[src/rtl/bdeq_pkg.sv]
// Shared constants, types and index helpers for the bounded deque.
package bdeq_pkg;

  localparam int DEPTH  = 1024;
  localparam int DATA_W = 32;
  localparam int CAP_W  = 11;
  localparam int IDX_W  = (DEPTH > 1) ? $clog2(DEPTH) : 1;
  localparam int CNT_W  = $clog2(DEPTH + 1);
  localparam int CMP_W  = (CNT_W > CAP_W) ? CNT_W : CAP_W;

  localparam logic [CAP_W-1:0] CAP_RESET = CAP_W'(1024);

  typedef enum logic [1:0] {
    OP_INS_FRONT = 2'd0,
    OP_INS_REAR  = 2'd1,
    OP_DEL_FRONT = 2'd2,
    OP_DEL_REAR  = 2'd3
  } op_t;

  typedef struct packed {
    logic              we;
    logic [IDX_W-1:0]  waddr;
    logic [DATA_W-1:0] wdata;
    logic              re;
    logic [IDX_W-1:0]  raddr;
  } bdeq_mem_req_t;

  typedef struct packed {
    logic              empty;
    logic              full;
    logic [DATA_W-1:0] front_value;
    logic [DATA_W-1:0] rear_value;
  } bdeq_status_t;

  function automatic logic [IDX_W-1:0] idx_inc(input logic [IDX_W-1:0] i);
    return (i == IDX_W'(DEPTH - 1)) ? '0 : i + 1'b1;
  endfunction

  function automatic logic [IDX_W-1:0] idx_dec(input logic [IDX_W-1:0] i);
    return (i == '0) ? IDX_W'(DEPTH - 1) : i - 1'b1;
  endfunction

endpackage

[src/rtl/bdeq_ctrl.sv]
// Deque control: indices, occupancy, capacity and cached end values.
module bdeq_ctrl
  import bdeq_pkg::*;
(
  input  logic               clk,
  input  logic               rst_n,
  input  logic               cfg_wr_en,
  input  logic [CAP_W-1:0]   cfg_wr_data,
  input  logic               acc,
  input  logic [1:0]         op,
  input  logic [DATA_W-1:0]  data,
  input  logic [DATA_W-1:0]  rd_data,
  output bdeq_mem_req_t      mem_req,
  output logic               ok,
  output bdeq_status_t       status
);

  logic [CAP_W-1:0]  cap_r;
  logic [IDX_W-1:0]  front_r, front_nxt;
  logic [IDX_W-1:0]  rear_r, rear_nxt;
  logic [CNT_W-1:0]  cnt_r, cnt_nxt;
  logic              fpend_r, fpend_nxt;
  logic              rpend_r, rpend_nxt;
  logic [DATA_W-1:0] fval_r, fval_nxt;
  logic [DATA_W-1:0] rval_r, rval_nxt;
  logic [DATA_W-1:0] fval_eff, rval_eff;
  logic [CMP_W-1:0]  eff_cap, cap_ext, cnt_ext;
  logic              is_ins, ins_ok, del_ok;

  // a delete leaves its new end value in the read register until it is cached
  assign fval_eff = fpend_r ? rd_data : fval_r;
  assign rval_eff = rpend_r ? rd_data : rval_r;

  assign cap_ext = CMP_W'(cap_r);
  assign cnt_ext = CMP_W'(cnt_r);
  assign eff_cap = (cap_ext > CMP_W'(DEPTH)) ? CMP_W'(DEPTH) : cap_ext;

  assign is_ins = (op_t'(op) == OP_INS_FRONT) || (op_t'(op) == OP_INS_REAR);
  assign ins_ok = cnt_ext < eff_cap;
  assign del_ok = cnt_r != '0;

  always_comb begin
    front_nxt     = front_r;
    rear_nxt      = rear_r;
    cnt_nxt       = cnt_r;
    fpend_nxt     = 1'b0;
    rpend_nxt     = 1'b0;
    fval_nxt      = fval_eff;
    rval_nxt      = rval_eff;
    ok            = 1'b0;
    mem_req.we    = 1'b0;
    mem_req.waddr = front_r;
    mem_req.wdata = data;
    mem_req.re    = 1'b0;
    mem_req.raddr = front_r;
    if (acc) begin
      if (is_ins) begin
        if (ins_ok) begin
          ok         = 1'b1;
          mem_req.we = 1'b1;
          cnt_nxt    = cnt_r + 1'b1;
          if (cnt_r == '0) begin
            rear_nxt      = front_r;
            mem_req.waddr = front_r;
            fval_nxt      = data;
            rval_nxt      = data;
          end else if (op_t'(op) == OP_INS_FRONT) begin
            front_nxt     = idx_dec(front_r);
            mem_req.waddr = front_nxt;
            fval_nxt      = data;
          end else begin
            rear_nxt      = idx_inc(rear_r);
            mem_req.waddr = rear_nxt;
            rval_nxt      = data;
          end
        end
      end else if (del_ok) begin
        ok      = 1'b1;
        cnt_nxt = cnt_r - 1'b1;
        if (cnt_r == CNT_W'(1)) begin
          rear_nxt = front_r;
        end else if (op_t'(op) == OP_DEL_FRONT) begin
          front_nxt     = idx_inc(front_r);
          mem_req.re    = 1'b1;
          mem_req.raddr = front_nxt;
          fpend_nxt     = 1'b1;
        end else begin
          rear_nxt      = idx_dec(rear_r);
          mem_req.re    = 1'b1;
          mem_req.raddr = rear_nxt;
          rpend_nxt     = 1'b1;
        end
      end
    end
  end

  always_ff @(posedge clk) begin
    if (!rst_n) begin
      cap_r   <= CAP_RESET;
      front_r <= '0;
      rear_r  <= '0;
      cnt_r   <= '0;
      fpend_r <= 1'b0;
      rpend_r <= 1'b0;
    end else begin
      if (cfg_wr_en) begin
        cap_r <= cfg_wr_data;
      end
      front_r <= front_nxt;
      rear_r  <= rear_nxt;
      cnt_r   <= cnt_nxt;
      fpend_r <= fpend_nxt;
      rpend_r <= rpend_nxt;
    end
  end

  always_ff @(posedge clk) begin
    fval_r <= fval_nxt;
    rval_r <= rval_nxt;
  end

  assign status.empty       = cnt_r == '0;
  assign status.full        = cnt_ext >= eff_cap;
  assign status.front_value = (cnt_r == '0) ? '1 : fval_eff;
  assign status.rear_value  = (cnt_r == '0) ? '1 : rval_eff;

endmodule

[config.mk]
export PLATFORM = sky130hd
export DESIGN_NAME = bdeq_ctrl
export DESIGN_NICKNAME = d
export VERILOG_FILES = /design/src/rtl/bdeq_pkg.sv /design/src/rtl/bdeq_ctrl.sv
export SDC_FILE = /design/constraint.sdc
export NUM_CORES = 1
export LEC_CHECK = 0
export BUFFER_PORTS_ARGS = -buffer_cell sky130_fd_sc_hd__buf_2
export CAP_MARGIN = 10
export CORE_MARGIN = 2
export CORE_UTILIZATION = 35
export CTS_BUF_LIST = sky130_fd_sc_hd__clkbuf_16
export CTS_CLUSTER_SIZE = 8
export DETAILED_ROUTE_END_ITERATION = 6
export PLACE_DENSITY = 0.55
export SYNTH_ARGS = -nofsm -noshare
export SYNTH_HDL_FRONTEND = slang
export SYNTH_SLANG_ARGS = --single-unit
[constraint.sdc]
create_clock -name clk -period 3.6 [get_ports clk]
set_clock_uncertainty 0.05 [all_clocks]
set_input_delay 0.54 -clock clk [delete_from_list [all_inputs] [get_ports clk]]
set_output_delay 0.54 -clock clk [all_outputs]
set_load 0.02 [all_outputs]
==> impl_metrics.yaml <==
routing:
  vias: 7005
  wirelength_um: 21500
  wire_per_inst_um: 16.0
  drt_pre_antenna_iters: 5
  drt-initial-drc-count: 525
  drc: 0
  final_antenna_net_count: 0
  viasPerCell: 5.23
yosys:
  synth_area_um2: 7020
  synth.area.mux_share: 0.116
  synth-simple-area-share: 0.234
  avgSynthCellArea_um2: 7.46
  synth_xor_area_frac: 0.0287
  ys_async_sr_fraction: 0
  yosysSeqAreaShare: 0.308
  ys_warn_count: 0
  synth_compound_area_frac: 0.196
  synth-edff-count: 0
  synth_cell_type_count: 67
  syn_inst: 941
  synth_fp_nets: 1040
  synthAdderAreaFrac: 0.0321
  synth_top_family_by_area: "simple AND/OR/NAND/NOR gates"
  synth_seq_cells: 108
  ys.flop_type: "dfxtp_1"
min_path:
  hp-class: "in2reg"
  min_path_cells: 3
clock_network:
  cts.sinks: 108
  root_buffer: "clkbuf_16"
  cts_setup_buffers: 0
  cts_made_buffers: 9
  clkTransAtPathRegs_ps: 80
  htreeDepth: 3
  cts_tree: "yes"
  postCtsHoldBufs: 0
  clkLatencyLatePin_ps: 350
  clockBufferDepth: 2
timing:
  setup_viol: 0
  final.min_clock_period_ps: 3360
  worst_pin_slew_ps: 1120
  period_share: 0.933
  rsz0062_at_grt: "no"
  max_freq_ghz: 0.298
  hold_violations: 0
  fin_setup_tns_ps: 0
  drv_slew: 0
  relSlewSlack: 0.254
  setup_ws_ps: 240
floorplanning:
  die_h_um: 146
  rows: 51
  coreArea_um2: 19600
  die_w_um: 146
  initial_core_util: 0.358
  die-area_um2: 21200
  pin_count: 202
worst_setup_path:
  worst_path_max_delay_cell: "dfxtp_1"
  cp-start-kind: "register"
  worstPathArrival_ps: 2770
  slowest_delay_ps: 520
  required_ps: 3010
  crit_chain: "ha_1, a21oi_1, o21ai_0, a2111oi_4, nand3_1, buf_4, a21oi_1, a2bb2oi_1, buf_2"
  cp_max_fo: 13
  end_kind: "primary output"
  crit_type: "reg2out"
  critPathMostFrequentCell: "a21oi_1"
  r2r_cells: 7
pwr:
  cellPowerDensity_nw_per_um2: 1150
  ir_drop_mv: 0.654
  leakagePower_nw: 3.57
cells_and_area:
  fin_nets: 1169
  area_delta_synth_final_pct: 19.1
  mostFrequentLayoutCell: "buf_2"
  drive_gt1_frac: 0.249
  n_fill_cell: 2085
  layout_common_cells: "201 x buf_2, 135 x nor2_1, 133 x nand2_1"
  final_area_um2: 8360
  diodes: 0
run:
  cap_violations: 0
run_status:
  status: "finished clean"
placed_design:
  dpl_cell_area_um2: 8040
  port_buffers: 201
  pre_cts_ws_ps: 389
  dp_hpwl_um: 15600
  gp_congestion: 0.885
global_routing:
  gr-total-overflow: 0
  antenna_found_initial: 0
  grt_max_degree: 65
  grt_pass1_wl_um: 34500
  first_global_vias: 6392
  grt_use_total: 0.199
[what timing repair did]
item                                    CTS  global route
pin swaps                                 0             1
resized for setup                         1             3
endpoints found under the setup margin    1             6
[worst paths after layout]
path                                               from                  endpoint  slack, ps
worst max-delay path            cnt_ext[4]$_SDFFE_PN0P_               mem_req[49]        240
worst min-delay path                    cfg_wr_data[10]  cap_ext[10]$_SDFFE_PN1P_        360
worst max register to register  cnt_ext[7]$_SDFFE_PN0P_    rear_r[1]$_SDFFE_PN0P_        860
worst min register to register  cap_ext[4]$_SDFFE_PN0P_   cap_ext[4]$_SDFFE_PN0P_        450
[report_power, final]
part / internal (mW) / switching, mW / total (mW)
sequential: 1.72 / 0.436 / 2.15
clock: 0.503 / 0.529 / 1.03
combinational: 2.29 / 4.17 / 6.46
total: 4.51 / 5.13 / 9.64
[cell type report]
type / instances / area [um2] / area share
clock buffer: 9 / 225 / 0.0269
sequential: 108 / 2170 / 0.259
multi-input combinational: 710 / 4270 / 0.511
clock inverter: 7 / 86.3 / 0.0103
inverter: 17 / 63.8 / 0.00763
timing repair buffer: 224 / 1220 / 0.145
tap: 265 / 332 / 0.0397
[metrics by stage]
step,power (mW),hold WS [ps],cells,util
4_1_cts,9.68,351,1340,0.427
2_1_floorplan,6.61,402,941,-
3_3_place_gp,8.62,438,1324,0.411
5_1_grt,10.4,365,1340,0.427
3_5_place_dp,8.62,439,1324,0.411
6_report,9.64,364,1340,0.427
[state kept, by name, indices dropped and copies added (netlist names)]
register	count
fpend_r	1
fval_r	32
cnt_ext	11
front_r	10
cap_ext	11
rpend_r	1
rear_r	10
rval_r	32
[Yosys cell counts (3+ instances only)]
library cell / number / area share
a211oi_1: 8 / 0.0086
a21oi_1: 103 / 0.073
a221oi_1: 5 / 0.0062
a22oi_1: 6 / 0.0064
a311oi_1: 5 / 0.0062
a31oi_1: 6 / 0.0053
and2_1: 5 / 0.0045
and3_1: 8 / 0.0071
buf_1: 6 / 0.0032
buf_4: 32 / 0.034
clkbuf_1: 64 / 0.034
dfxtp_1: 108 / 0.31
ha_1: 18 / 0.032
inv_1: 16 / 0.0086
mux2_2: 3 / 0.0048
mux2i_1: 78 / 0.11
nand2_1: 133 / 0.071
nand2b_1: 4 / 0.0036
nand3_1: 20 / 0.014
nand4_1: 5 / 0.0045
nor2_1: 135 / 0.072
nor2b_1: 5 / 0.0045
nor3_1: 15 / 0.011
nor4_1: 9 / 0.0080
o211ai_1: 12 / 0.013
o21a_1: 5 / 0.0053
o21ai_0: 37 / 0.026
o22a_1: 3 / 0.0037
o22ai_1: 6 / 0.0053
or2_2: 5 / 0.0045
or3_1: 4 / 0.0036
or4_1: 5 / 0.0053
xnor2_1: 11 / 0.014
xor2_1: 12 / 0.015
[metal layers]
metal | part of all wire | wire (um) | vias to the layer above | global-route usage
li1 | - | - | 3522 | -
met1 | 0.45 | 9770 | 3199 | 0.270
met2 | 0.46 | 9980 | 255 | 0.325
met3 | 0.063 | 1360 | 29 | 0.0357
met4 | 0.018 | 393 | 0 | 0.0569
met5 | 0 | 0 | - | 0
[worst max-delay path: cells and delay by family (launching register included)]
| family | cells | cell delay [ps] |
|---|---|---|
| AND/OR/NAND/NOR | 1 | 120 |
| buffers and inverters | 2 | 390 |
| AO/OA/AOI/OAI | 5 | 1080 |
| flip-flops | 1 | 520 |
| adder cells (fa/ha/maj) | 1 | 300 |
[cells by family after synthesis]
kind of cell	count (synthesis)
flops	108
simple gates	367
buf+inv	123
mux	81
fa+ha+maj	18
xor+xnor	23
compound gates	221
Power figures use the tool's default switching activity.
